<file path="src/hdl/qwt_pkg.sv">
package qwt_pkg;

    // Byte codes that the tokenizer reacts to.
    localparam logic [7:0] CH_NUL       = 8'h00;
    localparam logic [7:0] CH_SPACE     = 8'h20;
    localparam logic [7:0] CH_TAB       = 8'h09;
    localparam logic [7:0] CH_CR        = 8'h0D;
    localparam logic [7:0] CH_BACKSLASH = 8'h5C;
    localparam logic [7:0] CH_SQUOTE    = 8'h27;
    localparam logic [7:0] CH_DQUOTE    = 8'h22;
    localparam logic [7:0] CH_LOW_N     = 8'h6E;
    localparam logic [7:0] CH_LOW_T     = 8'h74;
    localparam logic [7:0] CH_LOW_R     = 8'h72;
    localparam logic [7:0] CH_LOW_B     = 8'h62;
    localparam logic [7:0] CH_LOW_F     = 8'h66;
    localparam logic [7:0] CH_LOW_V     = 8'h76;
    localparam logic [7:0] CH_LF        = 8'h0A;
    localparam logic [7:0] CH_BS        = 8'h08;
    localparam logic [7:0] CH_FF        = 8'h0C;
    localparam logic [7:0] CH_VT        = 8'h0B;

    localparam logic [7:0] COUNT_MAX     = 8'hFF;
    localparam logic [7:0] MAX_LEN_RESET = 8'hFF;

    typedef struct packed {
        logic       in_word;
        logic       single_quoted;
        logic       double_quoted;
        logic       escape_pending;
        logic [7:0] char_count;
    } t_word_state;

    typedef struct packed {
        logic       char_valid;
        logic [7:0] out_char;
        logic       word_end;
        logic [7:0] word_length;
    } t_result;

    localparam t_word_state WORD_STATE_CLEAR = '{
        in_word: 1'b0, single_quoted: 1'b0, double_quoted: 1'b0,
        escape_pending: 1'b0, char_count: 8'h00
    };

    function automatic logic is_white(input logic [7:0] c);
        return (c == CH_SPACE) || ((c >= CH_TAB) && (c <= CH_CR));
    endfunction

    function automatic logic [7:0] translate(input logic [7:0] c);
        logic [7:0] t;
        case (c)
            CH_LOW_N: t = CH_LF;
            CH_LOW_T: t = CH_TAB;
            CH_LOW_R: t = CH_CR;
            CH_LOW_B: t = CH_BS;
            CH_LOW_F: t = CH_FF;
            CH_LOW_V: t = CH_VT;
            default:  t = c;
        endcase
        return t;
    endfunction

endpackage

</file>
<file path="src/hdl/quoted_word_tokenizer.sv">
// A request is held in the input register and its result then in the result register;
// one that yields a result waits there while the result register holds a stalled result.
// Throughput: one input byte per cycle unless a stalled result holds the input register;
// the word state updates in the same cycle that a byte leaves the input register, so no
// byte waits on the one before it. Reset (i_rst_n low, synchronous): both pipeline
// registers empty, word state cleared, and the word length limit back to 255.
module quoted_word_tokenizer #(
    parameter int MAX_WORD_LIMIT = 255
) (
    input  logic       i_clk,
    input  logic       i_rst_n,
    // Configuration: length limit register.
    input  logic       i_cfg_wr_en,
    input  logic [7:0] i_cfg_wr_data,
    // Input request channel.
    input  logic       i_in_valid,
    output logic       o_in_stall,
    input  logic [7:0] i_in_char,
    input  logic       i_line_end,
    // Result request channel.
    output logic       o_out_valid,
    input  logic       i_out_stall,
    output logic       o_char_valid,
    output logic [7:0] o_out_char,
    output logic       o_word_end,
    output logic [7:0] o_word_length
);
    import qwt_pkg::*;

    // The limit can never exceed what the 8-bit count holds.
    localparam int         CAP_INT   = (MAX_WORD_LIMIT < 255) ? MAX_WORD_LIMIT : 255;
    localparam logic [7:0] LIMIT_CAP = CAP_INT[7:0];

    logic        r_in_valid;
    logic [7:0]  r_in_char;
    logic        r_in_last;
    logic [7:0]  r_max_len;
    t_word_state r_state;
    logic        r_out_valid;
    t_result     r_out;

    t_word_state n_state;
    t_result     n_out;
    logic        res_valid;
    logic [7:0]  limit;
    logic        out_free;
    logic        proc_fire;
    logic        in_accept;

    // Effective limit: configured value capped at the parameter, zero acting as one.
    always_comb begin
        limit = r_max_len;
        if (limit > LIMIT_CAP) begin
            limit = LIMIT_CAP;
        end
        if (limit == 8'd0) begin
            limit = 8'd1;
        end
    end

    qwt_step u_step (
        .i_char      (r_in_char),
        .i_last      (r_in_last),
        .i_limit     (limit),
        .i_state     (r_state),
        .o_state     (n_state),
        .o_res_valid (res_valid),
        .o_result    (n_out)
    );

    // A byte in the input register is consumed when its result, if any, has a
    // place to go. Bytes that produce nothing (skipped whitespace, quotes inside
    // a word) go through even while the result register is stalled.
    assign out_free   = !r_out_valid || !i_out_stall;
    assign proc_fire  = r_in_valid && (out_free || !res_valid);
    assign o_in_stall = r_in_valid && !proc_fire;
    assign in_accept  = i_in_valid && !o_in_stall;

    always_ff @(posedge i_clk) begin
        if (!i_rst_n) begin
            r_in_valid <= 1'b0;
        end else if (in_accept) begin
            r_in_valid <= 1'b1;
        end else if (proc_fire) begin
            r_in_valid <= 1'b0;
        end
    end

    // Input payload holds no control meaning, so it takes no reset.
    always_ff @(posedge i_clk) begin
        if (in_accept) begin
            r_in_char <= i_in_char;
            r_in_last <= i_line_end;
        end
    end

    always_ff @(posedge i_clk) begin
        if (!i_rst_n) begin
            r_max_len <= MAX_LEN_RESET;
        end else if (i_cfg_wr_en) begin
            r_max_len <= i_cfg_wr_data;
        end
    end

    // The word state advances once per consumed byte.
    always_ff @(posedge i_clk) begin
        if (!i_rst_n) begin
            r_state <= WORD_STATE_CLEAR;
        end else if (proc_fire) begin
            r_state <= n_state;
        end
    end

    always_ff @(posedge i_clk) begin
        if (!i_rst_n) begin
            r_out_valid <= 1'b0;
        end else if (proc_fire && res_valid) begin
            r_out_valid <= 1'b1;
        end else if (!i_out_stall) begin
            r_out_valid <= 1'b0;
        end
    end

    always_ff @(posedge i_clk) begin
        if (proc_fire && res_valid) begin
            r_out <= n_out;
        end
    end

    assign o_out_valid   = r_out_valid;
    assign o_char_valid  = r_out.char_valid;
    assign o_out_char    = r_out.out_char;
    assign o_word_end    = r_out.word_end;
    assign o_word_length = r_out.word_length;

    // An emitted character always counts toward its word.
    a_char_has_length: assert property (@(posedge i_clk) disable iff (!i_rst_n)
        o_out_valid && o_char_valid |-> o_word_length != 8'd0)
        else $error("emitted character with zero word length");

    // A result without a character only exists to close a word.
    a_bare_result_ends: assert property (@(posedge i_clk) disable iff (!i_rst_n)
        o_out_valid && !o_char_valid |-> o_word_end && (o_out_char == CH_NUL))
        else $error("result without character does not end a word");

    // No word grows past the capped limit.
    a_length_capped: assert property (@(posedge i_clk) disable iff (!i_rst_n)
        o_out_valid |-> o_word_length <= LIMIT_CAP)
        else $error("word length beyond limit");

    // Outside a word all flags and the count are clear.
    a_idle_state_clear: assert property (@(posedge i_clk) disable iff (!i_rst_n)
        !r_state.in_word |-> (r_state.char_count == 8'd0) && !r_state.single_quoted
            && !r_state.double_quoted && !r_state.escape_pending)
        else $error("stale word state while skipping whitespace");

endmodule

</file>
<file path="src/hdl/qwt_step.sv">
module qwt_step (
    input  logic [7:0]          i_char,
    input  logic                i_last,
    input  logic [7:0]          i_limit,
    input  qwt_pkg::t_word_state i_state,
    output qwt_pkg::t_word_state o_state,
    output logic                o_res_valid,
    output qwt_pkg::t_result    o_result
);
    import qwt_pkg::*;

    logic       white;
    logic       skip;
    logic       emit;
    logic       word_done;
    logic [7:0] ch;
    logic [7:0] count_next;
    t_word_state upd;

    always_comb begin
        white      = is_white(i_char);
        skip       = !i_state.in_word && (i_char != CH_NUL) && white;
        emit       = 1'b0;
        word_done  = 1'b0;
        ch         = CH_NUL;
        upd        = i_state;
        upd.in_word = 1'b1;

        if (i_char == CH_NUL) begin
            word_done = 1'b1;
        end else if (i_state.escape_pending) begin
            upd.escape_pending = 1'b0;
            ch   = translate(i_char);
            emit = 1'b1;
        end else if (!i_state.single_quoted && !i_state.double_quoted && white) begin
            word_done = 1'b1;
        end else if (i_char == CH_BACKSLASH) begin
            upd.escape_pending = 1'b1;
        end else if (i_char == CH_SQUOTE) begin
            upd.single_quoted = !i_state.single_quoted;
        end else if (i_char == CH_DQUOTE) begin
            upd.double_quoted = !i_state.double_quoted;
        end else begin
            ch   = i_char;
            emit = 1'b1;
        end

        // The count saturates, then the limit check sees the updated value.
        count_next = i_state.char_count;
        if (emit && (i_state.char_count != COUNT_MAX)) begin
            count_next = i_state.char_count + 8'd1;
        end
        if (emit && (count_next >= i_limit)) begin
            word_done = 1'b1;
        end
        if (i_last) begin
            word_done = 1'b1;
        end
        upd.char_count = count_next;

        if (skip) begin
            o_res_valid = 1'b0;
            o_state     = i_last ? WORD_STATE_CLEAR : i_state;
        end else begin
            o_res_valid = emit || word_done;
            o_state     = word_done ? WORD_STATE_CLEAR : upd;
        end

        o_result.char_valid  = emit;
        o_result.out_char    = ch;
        o_result.word_end    = word_done;
        o_result.word_length = count_next;
    end

endmodule

</file>
<file path="config.mk">
export PLATFORM = sky130hd
export DESIGN_NAME = quoted_word_tokenizer
export DESIGN_NICKNAME = d
export VERILOG_FILES = /design/src/hdl/qwt_pkg.sv /design/src/hdl/quoted_word_tokenizer.sv /design/src/hdl/qwt_step.sv
export SDC_FILE = /design/constraint.sdc
export NUM_CORES = 1
export LEC_CHECK = 0
export BUFFER_PORTS_ARGS = -buffer_cell sky130_fd_sc_hd__buf_2
export CAP_MARGIN = 20
export CORE_ASPECT_RATIO = 0.7
export CORE_UTILIZATION = 57
export CTS_CLUSTER_SIZE = 14
export DETAILED_ROUTE_END_ITERATION = 10
export GPL_TIMING_DRIVEN = 0
export PLACE_DENSITY = 0.77
export REMOVE_ABC_BUFFERS = 1
export SLEW_MARGIN = 5
export SYNTH_ARGS = -nofsm -noshare
export SYNTH_HDL_FRONTEND = slang
export SYNTH_HIERARCHICAL = 1
export SYNTH_SLANG_ARGS = --single-unit
</file>
<file path="constraint.sdc">
create_clock -name i_clk -period 4.2 [get_ports i_clk]
set_input_delay 0 -clock i_clk [delete_from_list [all_inputs] [get_ports i_clk]]
set_output_delay 0 -clock i_clk [all_outputs]
set_load 0.005 [all_outputs]
</file>
# After elaboration in Yosys (flattened, before gate mapping)
# Cells that the tools add are included.
[classes]
n_eq_ne = 18
n_mux = 37
n_reduce_logical = 33
order_cmp = 4
addsub = 1
[op_table]
columns = ["cell", "n"]
rows = [
  ["2-to-1 mux 8 bit", 8],
  ["equality test 8 x 7 -> 1 bit (second input constant)", 7],
  ["case mux 8 bit (6 select lines)", 1],
  ["2-to-1 mux 12 bit", 3],
  ["equality test 8 x 6 -> 1 bit (second input constant)", 3],
  ["2-to-1 mux 1 bit", 21],
  ["logical NOT 8 bit", 2],
  ["!= test 3 x 1 -> 1 bit (second input constant)", 5],
  ["logical AND 1 bit", 11],
  ["adder 8 x 1 -> 8 bit (second input constant)", 1],
  [">= comparator 8 x 4 -> 1 bit (second input constant)", 1],
  [">= comparator 8 bit", 1],
  ["greater-than comparator 8 bit (second input constant)", 1],
  ["less-or-equal comparator 8 x 4 -> 1 bit (second input constant)", 1],
  ["logical NOT 1 bit", 8],
  ["!= test 8 bit (second input constant)", 1],
  ["AND reduction 8 bit", 1],
  ["nonzero test 8 bit", 1],
  ["AND reduction 7 bit", 1],
  ["2-to-1 mux 3 bit", 2],
  ["nonzero test 3 bit", 2],
  ["logical OR 1 bit", 4],
  ["2-to-1 mux 2 bit", 2],
  ["AND reduction 3 bit", 1],
  ["4 further kinds", 4],
]
[totals]
out_inout_bits = 20
register_bits = 49
word_cells = 107

# Logic depth before layout (Yosys ltp)
# Gate-level depths: netlist (run 1).
[logic_depth]
depth_word = 23
depth_mapped = 17
ltp_nobuf = 16

# Cells and area by module
# Netlist (run 1), hierarchy kept.
[by_module_without_submodules]
columns = ["mod", "n_inst", "area_each_um2", "cells_per_inst", "seq_area_each_um2"]
rows = [
  ["quoted_word_tokenizer", 1, 1726.7, 126, 1251.2],
  ["qwt_step", 1, 1108.6, 166, 0.0],
]

# Worst setup path after synthesis (run 1)
# OpenSTA, ideal clock, no wires.
[synth_path]
path_type = "reg2reg"
from = "reg r_in_char[1]"
to = "reg r_state[6] (netlist name)"
stages_incl_launch_ff = 17
period_less_slack_ns = 3.794
arrival_ns = 3.723
setup_slack_ns = 0.406
setup_time_ns = 0.072
required_ns = 4.128
cell_sequence = "edfxtp_1 -> buf_6 -> and3b_1 -> o211a_1 -> a211o_1 -> nor4_2 -> mux2_2 -> ha_1 -> and3_1 -> a221oi_1 -> o31ai_1 -> a211oi_4 -> buf_6 -> nand2_4 -> a221oi_2 -> nand2_1 -> mux2i_1"
[synth_rtl]
columns = ["item", "line", "rtl"]
rows = [
  ["start: declaration", "quoted_word_tokenizer.sv:35", "logic [7:0] r_in_char;"],
  ["start signal: assignment", "quoted_word_tokenizer.sv:92", "r_in_char <= i_in_char;"],
  ["end signal: assignment", "quoted_word_tokenizer.sv:110", "r_state <= n_state;"],
  ["end: declaration", "quoted_word_tokenizer.sv:38", "t_word_state r_state;"],
]

==> results of run 1 <==
==> repair_timing <==
| item | in CTS | in global routing |
|---|---|---|
| resized for setup | 2 | 13 |
| hold buffers | 18 | 0 |
| pin swaps | 1 | 1 |
| endpoints found under the hold margin | 18 | 0 |
| endpoints found under the setup margin | 13 | 12 |
| buffers inserted | 7 | 8 |
==> final cells by class <==
class	count	area (um^2)
Fill cell	348	1350
Sequential cell	49	1250
Inverter	15	56.3
Timing Repair Buffer	75	503
Tap cell	69	86.3
Clock buffer	8	80.1
Multi-Input combinational cell	203	1460
==> metrics by stage <==
step                TNS, ps  util (%)  std cells
CTS                       0      69.1        410
global route          -71.1      71.8        419
floorplan                 0         -        267
finish                    0      71.8        419
detailed placement    -4250      62.2        377
global placement      -2200      62.2        377
==> worst min-delay path by stage <==
stage / start / cells past startpoint / endpoint / slack (ps)
after floorplan: i_rst_n / 1 / r_max_len[0] / 60
after global placement: i_in_char[4] / 1 / r_in_char[4] / 180
after detailed placement: i_in_char[4] / 1 / r_in_char[4] / 180
after CTS: i_out_stall / 3 / o_out_valid / 30
after global routing: i_out_stall / 3 / o_out_valid / 60
final: i_out_stall / 3 / o_out_valid / 40
==> state kept, by name, indices dropped and copies added, names as in the netlist <==
signal and flops:
r_state 12, o_out_char 8, o_word_length 8, r_in_char 8
r_max_len 8, o_char_valid 1, o_out_valid 1, o_word_end 1
r_in_last 1, r_in_valid 1
==> kinds of logic after synthesis <==
group	count (synthesis)	synth area share, %
AOI/OAI and AO/OA	45	12.5
xor gates and xnor gates	8	2.47
adders and majority gates	9	3.97
buffers and inverters	40	7.28
DFF	49	44.1
muxes	22	7.86
and+or+nand+nor	119	21.8
==> per-layer routing <==
metal  vias up  wire length [um]  track usage [%]
met4         0                87             5.95
met5         -                 0                0
met3        18               572             5.99
met1      1118              3020             33.6
li1       1153                 -                -
met2       136              2890             36.8
==> power by group <==
part / internal, mW / total (mW) / switching [mW]
combinational: 0.0634 / 0.128 / 0.0644
sequential: 0.528 / 0.543 / 0.0158
clock: 0.119 / 0.268 / 0.149
==> worst reg2reg max path: cells and delay by family, from the launching register on <==
family | cells | cell delay [ps]
AOI/OAI and AO/OA | 5 | 1280
and+or+nand+nor | 6 | 1070
DFF | 1 | 530
muxes | 2 | 530
adders and majority gates | 1 | 300
buffers and inverters | 2 | 240
==> cell usage in the layout, fill, tap and decap left out, types with 3 or more instances in the layout <==
cell	netlist	routed
nor2b_1	5	4
o21ai_0	9	9
and3_1	8	8
dfxtp_1	22	22
buf_4	4	15
clkbuf_8	0	5
clkbuf_1	10	3
buf_2	8	41
a21oi_1	3	3
mux2i_1	20	20
nand3_1	12	12
edfxtp_1	27	27
o21a_1	3	3
nor2_1	14	13
a31oi_1	5	5
a41oi_1	3	3
nand2b_1	3	3
dlygate4sd3_1	0	18
a21o_1	4	4
ha_1	9	9
inv_1	14	14
nor3_1	5	4
xnor2_1	6	6
nand2_1	49	49
==> impl_metrics.env, run 1 <==
export IMPL_p_leak_nw=1.45
export IMPL_clockBufferDepth=2
export IMPL_grt_antenna_before_repair=0
export IMPL_path_common_cell="and3_1"
export IMPL_whs_ps=35.2
export IMPL_layout_drive_gt1_share_pct=24.3
export IMPL_syn_cell_area_um2=2840
export IMPL_nNetsFinal=380
export IMPL_synth_seq_area_share_pct=44.1
export IMPL_fp_dieArea_um2=5260
export IMPL_crit_end="r_state[5]"
export IMPL_synth_top_flop_cell="edfxtp_1"
export IMPL_finalCritPeriodShare_pct=96.1
export IMPL_routabilityCongestion=0.821
export IMPL_ir_drop_mv=0.235
export IMPL_ys_seq_elements=49
export IMPL_power_per_cell_area_nw_per_um2=274
export IMPL_final_cell_area_um2=3430
export IMPL_initial_utilization_pct=59.3
export IMPL_crit_fanout=9
export IMPL_die_y_um=61.0
export IMPL_place_ws_ps=-462
export IMPL_gr_total_overflow=0
export IMPL_drt_pass1_iter_count=6
export IMPL_clock_sinks=49
export IMPL_cap_violations=0
export IMPL_crit_path_max_incr_delay_ps=530
export IMPL_synth_top_area_share_pct=28.6
export IMPL_die_x_um=86.3
export IMPL_totalWireLength_um=6570
export IMPL_critPathBufInv=2
export IMPL_grt_pass1_vias=1959
export IMPL_wl_per_cell_um=15.7
export IMPL_ys_types=60
export IMPL_hold_viol_final=0
export IMPL_dpl_cell_area_um2=2980
export IMPL_status="finished, final reports clean"
export IMPL_synth_most_common_cell="nand2_1"
export IMPL_holdCritPathClass="in -> reg"
export IMPL_timing_rr_start="r_in_char[4]"
export IMPL_rrSetupSlack_ps=160
export IMPL_cp_start_kind="flop"
export IMPL_drt_initial_drc_count=265
export IMPL_cp_depth=16
export IMPL_worst_slew_pin_slew_ps=757
export IMPL_hpwl_um=4020
export IMPL_synthToLayoutAreaGrowth_pct=21.1
export IMPL_h_tree_depth=2
export IMPL_core_area_um2=4780
export IMPL_end_kind="flop"
export IMPL_antennaDiodeCount=0
export IMPL_cp_cell_sequence="nor3_1, and3_1, a211o_2, nor4_4, mux2_2, ha_1, and3_1, a221oi_2, o31ai_1, a211oi_4, buf_4, inv_1, nor4b_1, a21o_1, nand2_1, mux2i_1"
export IMPL_critPathKind="reg -> reg"
export IMPL_ant_nets=0
export IMPL_max_freq_mhz=248
export IMPL_avgSynthCellArea_um2=9.71
export IMPL_syn_instance_count=292
export IMPL_port_buffers=41
export IMPL_post_route_min_period_ps=4040
export IMPL_slew_viol_final=0
export IMPL_cp_slowest_cell="edfxtp_1"
export IMPL_cp_top_family="compound AO/OA/AOI/OAI gates"
export IMPL_yosysTopAreaCell="edfxtp_1"
export IMPL_worst_slack_ps=165
export IMPL_detail_route_vias_per_cell=5.79
export IMPL_numCtsBuffers=5
export IMPL_r2r_end="r_state[5]"
export IMPL_io_pins=42
export IMPL_arrival_ps=4260
export IMPL_power_total_uw=939
export IMPL_async_flop_share_pct=0
export IMPL_synth_area_top_cells="edfxtp_1 (29%), dfxtp_1 (16%), mux2i_1 (7.1%)"
export IMPL_clock_skew_ps=4.59
export IMPL_placementRows=21
export IMPL_synth_edf_count=27
export IMPL_drc=0
export IMPL_root_buffer="clkbuf_8"
export IMPL_ys_warnings_count=6
export IMPL_insertion_delay_ps=300
export IMPL_vias=2425
export IMPL_clk_pin_slew_ps=80
export IMPL_grt_pass1_wl_um=9370
export IMPL_gr_usage_all_layers_pct=23.7
export IMPL_max_slew_margin_pct=49.4
export IMPL_critPathRequiredTime_ps=4430
export IMPL_synthTopCellsByCount="nand2_1 (49), edfxtp_1 (27), dfxtp_1 (22), mux2i_1 (20)"
export IMPL_reg2reg_depth=16
export IMPL_cts_tree="done"
export IMPL_crit_path_start="r_in_char[4]"
export IMPL_grt_max_degree=35
export IMPL_setup_violations=0
Note: power is estimated with default switching activity, not from simulation.
==> run 2, diff against run 1 <==
--- a/config.mk
+++ b/config.mk
@@ -11,9 +11,7 @@
 export CORE_UTILIZATION = 57
 export CTS_CLUSTER_SIZE = 14
 export DETAILED_ROUTE_END_ITERATION = 10
-export GPL_TIMING_DRIVEN = 0
 export PLACE_DENSITY = 0.77
-export REMOVE_ABC_BUFFERS = 1
 export SLEW_MARGIN = 5
 export SYNTH_ARGS = -nofsm -noshare
 export SYNTH_HDL_FRONTEND = slang
==> impl_metrics.env, run 2 (synthesis gave the netlist of run 1 again) <==
export IMPL_status="finished, final reports clean"
export IMPL_ant_nets=0
export IMPL_power_total_uw=956
export IMPL_p_clk_share_pct=29.9
export IMPL_critPathBufInv=3
export IMPL_cp_slowest_cell="edfxtp_1"
export IMPL_gr_usage_all_layers_pct=24.7
export IMPL_fp_dieArea_um2=5260
export IMPL_totalWireLength_um=6210
export IMPL_p_seq_share_pct=56.9
export IMPL_path_common_cell="buf_4"
export IMPL_grt_antenna_before_repair=0
export IMPL_crit_fanout=11
export IMPL_setup_violations=0
export IMPL_largest_register_ffs=12
export IMPL_clockBufferDepth=2
export IMPL_ir_drop_mv=0.176
export IMPL_regMostFlops="r_state"
export IMPL_arrival_ps=4260
export IMPL_slew_viol_final=0
export IMPL_worst_slack_ps=173
export IMPL_power_per_cell_area_nw_per_um2=279
export IMPL_cp_cell_sequence="buf_4, nor2_1, and4bb_4, nor3_1, and2_1, xnor2_1, ha_1, nand2b_1, a2111oi_1, buf_4, o31ai_1, a211oi_4, buf_12, nand2_4, a221oi_2, nand2_1, mux2i_1"
export IMPL_p_sw_share_pct=24.0
export IMPL_synth_nets=323
export IMPL_port_buffers=41
export IMPL_final_cell_mix="nand2_1 (49), buf_2 (41), edfxtp_1 (27), dfxtp_1 (22), mux2i_1 (20)"
export IMPL_p_leak_nw=1.46
export IMPL_h_tree_depth=2
export IMPL_place_ws_ps=115
export IMPL_placementRows=21
export IMPL_dpl_cell_area_um2=3060
export IMPL_drt_pass1_iter_count=5
export IMPL_clock_skew_ps=4.93
export IMPL_finalSetupTns_ps=0
export IMPL_crit_path_max_incr_delay_ps=500
export IMPL_drt_initial_drc_count=267
export IMPL_cts_tree="done"
export IMPL_clock_sinks=49
export IMPL_insertion_delay_ps=300
export IMPL_drc=0
export IMPL_detail_route_vias_per_cell=5.60
export IMPL_dpl_cell_count=387
export IMPL_share_comb_of_total_power_pct=13.2
export IMPL_power_switching_uw=229
export IMPL_whs_ps=38.8
export IMPL_grt_max_degree=35
export IMPL_nNetsFinal=382
export IMPL_max_freq_mhz=248
export IMPL_holdCritPathClass="in -> reg"
export IMPL_intPower_uw=727
export IMPL_vias=2358
export IMPL_die_x_um=86.3
export IMPL_gr_total_overflow=0
export IMPL_cap_violations=0
export IMPL_cp_top_family="simple AND/OR/NAND/NOR gates"
export IMPL_root_buffer="clkbuf_8"
export IMPL_routabilityCongestion=0.904
export IMPL_wl_per_cell_um=14.7
export IMPL_finalCritPeriodShare_pct=95.9
export IMPL_io_pins=42
export IMPL_critPathKind="reg -> reg"
export IMPL_final_common_cell="nand2_1"
export IMPL_final_cell_area_um2=3430
export IMPL_max_slew_margin_pct=50.1
export IMPL_cp_start_kind="flop"
export IMPL_layout_drive_gt1_share_pct=23.6
export IMPL_antennaDiodeCount=0
export IMPL_die_y_um=61.0
export IMPL_hpwl_um=4290
export IMPL_grt_pass1_vias=1987
export IMPL_hold_viol_final=0
export IMPL_worst_slew_pin_slew_ps=747
export IMPL_synthToLayoutAreaGrowth_pct=20.8
export IMPL_fin_util_pct=71.6
export IMPL_final_cells=421
export IMPL_post_route_min_period_ps=4030
export IMPL_core_area_um2=4780
export IMPL_critPathRequiredTime_ps=4430
export IMPL_numCtsBuffers=5
export IMPL_end_kind="flop"
export IMPL_initial_utilization_pct=59.3
export IMPL_grt_pass1_wl_um=9760
export IMPL_clk_pin_slew_ps=90
run 2: final timing paths:
kind | startpoint | endpoint | slack [ps] | cells after the start
min | i_out_stall | o_out_valid | 40 | 3
max | r_in_char[1] | r_state[6] | 170 | 17
max reg2reg | r_in_char[1] | r_state[6] | 170 | 17
min reg2reg | r_state[11] | r_state[11] | 460 | 2
run 2: layer usage:
metal  up-vias  global-route usage [%]  wire length (um)
li1       1158                       -                 -
met2       116                    33.6              2520
met3         4                    4.76               463
met5         -                       0                 0
met4         0                    6.67                28
met1      1080                    39.3              3190
run 2: tightest hold or removal path: stages:
cell,delay [ps]
buf_2,120
nand2_1,90
a21boi_0,80
run 2: area by class of cell:
| type | instances | area [um^2] |
|---|---|---|
| clock buffer | 8 | 90.1 |
| fill | 377 | 1360 |
| multi-input combinational | 203 | 1410 |
| inverter | 15 | 56.3 |
| sequential | 49 | 1250 |
| timing repair buffer | 77 | 533 |
| tap | 69 | 86.3 |
run 2: what timing repair did:
| item | 4_1_cts | 5_1_grt |
|---|---|---|
| resized for setup | 0 | 6 |
| setup buffers | 0 | 7 |
| hold endpoints to repair | 18 | 0 |
| hold buffers | 18 | 0 |
| setup endpoints to repair | 0 | 11 |
run 2: power by group through the flow:
stage	Clock [mW]	Sequential (mW)	Combinational, mW
2_1_floorplan	0	0.549	0.0763
3_3_place_gp	0	0.555	0.101
3_5_place_dp	0	0.556	0.103
4_1_cts	0.291	0.545	0.116
5_1_grt	0.309	0.547	0.139
6_report	0.286	0.544	0.126
==> run 3, diff against run 2 <==
--- a/config.mk
+++ b/config.mk
@@ -8,10 +8,10 @@
 export BUFFER_PORTS_ARGS = -buffer_cell sky130_fd_sc_hd__buf_2
 export CAP_MARGIN = 20
 export CORE_ASPECT_RATIO = 0.7
-export CORE_UTILIZATION = 57
+export CORE_UTILIZATION = 61
 export CTS_CLUSTER_SIZE = 14
 export DETAILED_ROUTE_END_ITERATION = 10
-export PLACE_DENSITY = 0.77
+export PLACE_DENSITY = 0.82
 export SLEW_MARGIN = 5
 export SYNTH_ARGS = -nofsm -noshare
 export SYNTH_HDL_FRONTEND = slang
==> constraint.sdc (replaced) <==
create_clock -name i_clk -period 5 [get_ports i_clk]
set_input_delay 0 -clock i_clk [delete_from_list [all_inputs] [get_ports i_clk]]
set_output_delay 0 -clock i_clk [all_outputs]
set_load 0.005 [all_outputs]
==> impl_metrics.env, run 3 (synthesis gave the netlist of run 1 again) <==
export IMPL_final_cells=391
export IMPL_largest_register_ffs=12
export IMPL_worst_slack_ps=414
export IMPL_critPathRequiredTime_ps=5230
export IMPL_final_cell_mix="nand2_1 (49), buf_2 (41), edfxtp_1 (27), dfxtp_1 (22), mux2i_1 (20)"
export IMPL_layout_drive_gt1_share_pct=19.0
export IMPL_gr_total_overflow=0
export IMPL_vias=2346
export IMPL_wl_per_cell_um=16.0
export IMPL_nNetsFinal=366
export IMPL_grt_pass1_vias=1953
export IMPL_clk_pin_slew_ps=90
export IMPL_root_buffer="clkbuf_8"
export IMPL_place_ws_ps=499
export IMPL_top_layer_used="met4"
export IMPL_die_x_um=83.5
export IMPL_final_common_cell="nand2_1"
export IMPL_post_route_min_period_ps=4590
export IMPL_power_per_cell_area_nw_per_um2=243
export IMPL_totalWireLength_um=6260
export IMPL_setup_violations=0
export IMPL_post_cts_buffers=0
export IMPL_final_cell_area_um2=3250
export IMPL_cp_top_family="compound AO/OA/AOI/OAI gates"
export IMPL_gr_usage_all_layers_pct=25.6
export IMPL_clock_skew_ps=7.76
export IMPL_finalSetupTns_ps=0
export IMPL_cap_violations=0
export IMPL_hpwl_um=4370
export IMPL_grt_max_degree=35
export IMPL_synthToLayoutAreaGrowth_pct=14.5
export IMPL_antennaDiodeCount=0
export IMPL_drc=0
export IMPL_wl_met2_um=2600
export IMPL_status="finished, final reports clean"
export IMPL_slew_viol_final=0
export IMPL_crit_path_max_incr_delay_ps=560
export IMPL_cts_tree="done"
export IMPL_fillers=332
export IMPL_wl_met1_um=2950
export IMPL_io_pins=42
export IMPL_worst_slew_pin_slew_ps=750
export IMPL_cp_slowest_cell="a211oi_4"
export IMPL_ir_drop_mv=0.186
export IMPL_cts_resized=0
export IMPL_synth_nets=323
export IMPL_hold_viol_final=0
export IMPL_fp_dieArea_um2=4930
export IMPL_regMostFlops="r_state"
export IMPL_drt_initial_drc_count=243
export IMPL_end_kind="flop"
export IMPL_drt_pass1_iter_count=5
export IMPL_dpl_cell_area_um2=2970
export IMPL_finalCritPeriodShare_pct=91.7
export IMPL_critPathKind="reg -> reg"
export IMPL_detail_route_vias_per_cell=6.00
export IMPL_rsz0062_at_grt="no"
export IMPL_holdBufCountCts=18
export IMPL_p_leak_nw=1.37
export IMPL_critPathBufInv=1
export IMPL_routabilityCongestion=0.989
export IMPL_placementRows=20
export IMPL_fin_util_pct=73.7
export IMPL_cp_start_kind="flop"
export IMPL_grt_pass1_wl_um=9680
export IMPL_arrival_ps=4820
export IMPL_grt_antenna_before_repair=0
export IMPL_ant_nets=0
export IMPL_max_freq_mhz=218
export IMPL_die_y_um=59.0
export IMPL_max_slew_margin_pct=49.9
export IMPL_crit_fanout=12
export IMPL_clock_sinks=49
export IMPL_h_tree_depth=2
export IMPL_clockBufferDepth=2
export IMPL_holdCritPathClass="in -> reg"
export IMPL_core_area_um2=4400
export IMPL_port_buffers=41
export IMPL_met3_length_um=608
export IMPL_cp_cell_sequence="and3b_1, o211a_1, a211o_1, nor4_2, mux2_2, ha_1, and3_1, a221oi_1, o31ai_1, a211oi_4, inv_1, nor4b_1, a21o_1, nand2_1, mux2i_1"
export IMPL_initial_utilization_pct=64.4
export IMPL_numCtsBuffers=5
export IMPL_dpl_cell_count=364
export IMPL_insertion_delay_ps=300
## run 3: cell types whose count changed in the layout (fill, tap and decap cells not counted), moves of 2 or more
cell      delta
nor4b_2      -2
buf_4       -15
clkbuf_1     -2
nor4b_1      +2
## run 3: per-layer routing
layer | vias up | global-route usage (%)
met2 | 153 | 37.4
met5 | - | 0
met3 | 16 | 5.43
met4 | 0 | 7.99
li1 | 1125 | -
met1 | 1052 | 38.5
## run 3: stage by stage
step / power [mW] / hold slack [ps]
6_report: 0.789 / 51.4
5_1_grt: 0.818 / 82.5
4_1_cts: 0.788 / 47.0
3_5_place_dp: 0.546 / 178
3_3_place_gp: 0.543 / 177
2_1_floorplan: 0.525 / 98.9
## run 3: tightest hold or removal path, stage by stage
cell      delay [ps]
buf_2            120
nand2_1          100
a21boi_0          80
## run 3: area by class of cell
class,count,area (um^2),share of cell area [%]
Multi-Input combinational cell,203,1380,42.4
Tap cell,55,68.8,2.12
Sequential cell,49,1250,38.6
Inverter,15,56.3,1.73
Clock buffer,6,82.6,2.54
Clock inverter,2,8.76,0.270
Timing Repair Buffer,61,400,12.3
## run 3: worst paths after layout
kind,from,to,slack [ps],cells after the start
worst min-delay path,i_out_stall,o_out_valid,50,3
worst max-delay path,r_in_char[1],r_state[5],410,15
worst max register to register,r_in_char[1],r_state[5],410,15
worst min register to register,r_state[11],r_state[11],480,2
## run 3: power by group
group | total, mW | internal, mW | switching, mW
Sequential | 0.459 | 0.443 | 0.0157
Combinational | 0.0902 | 0.0435 | 0.0467
Clock | 0.240 | 0.110 | 0.130
Total | 0.789 | 0.597 | 0.192
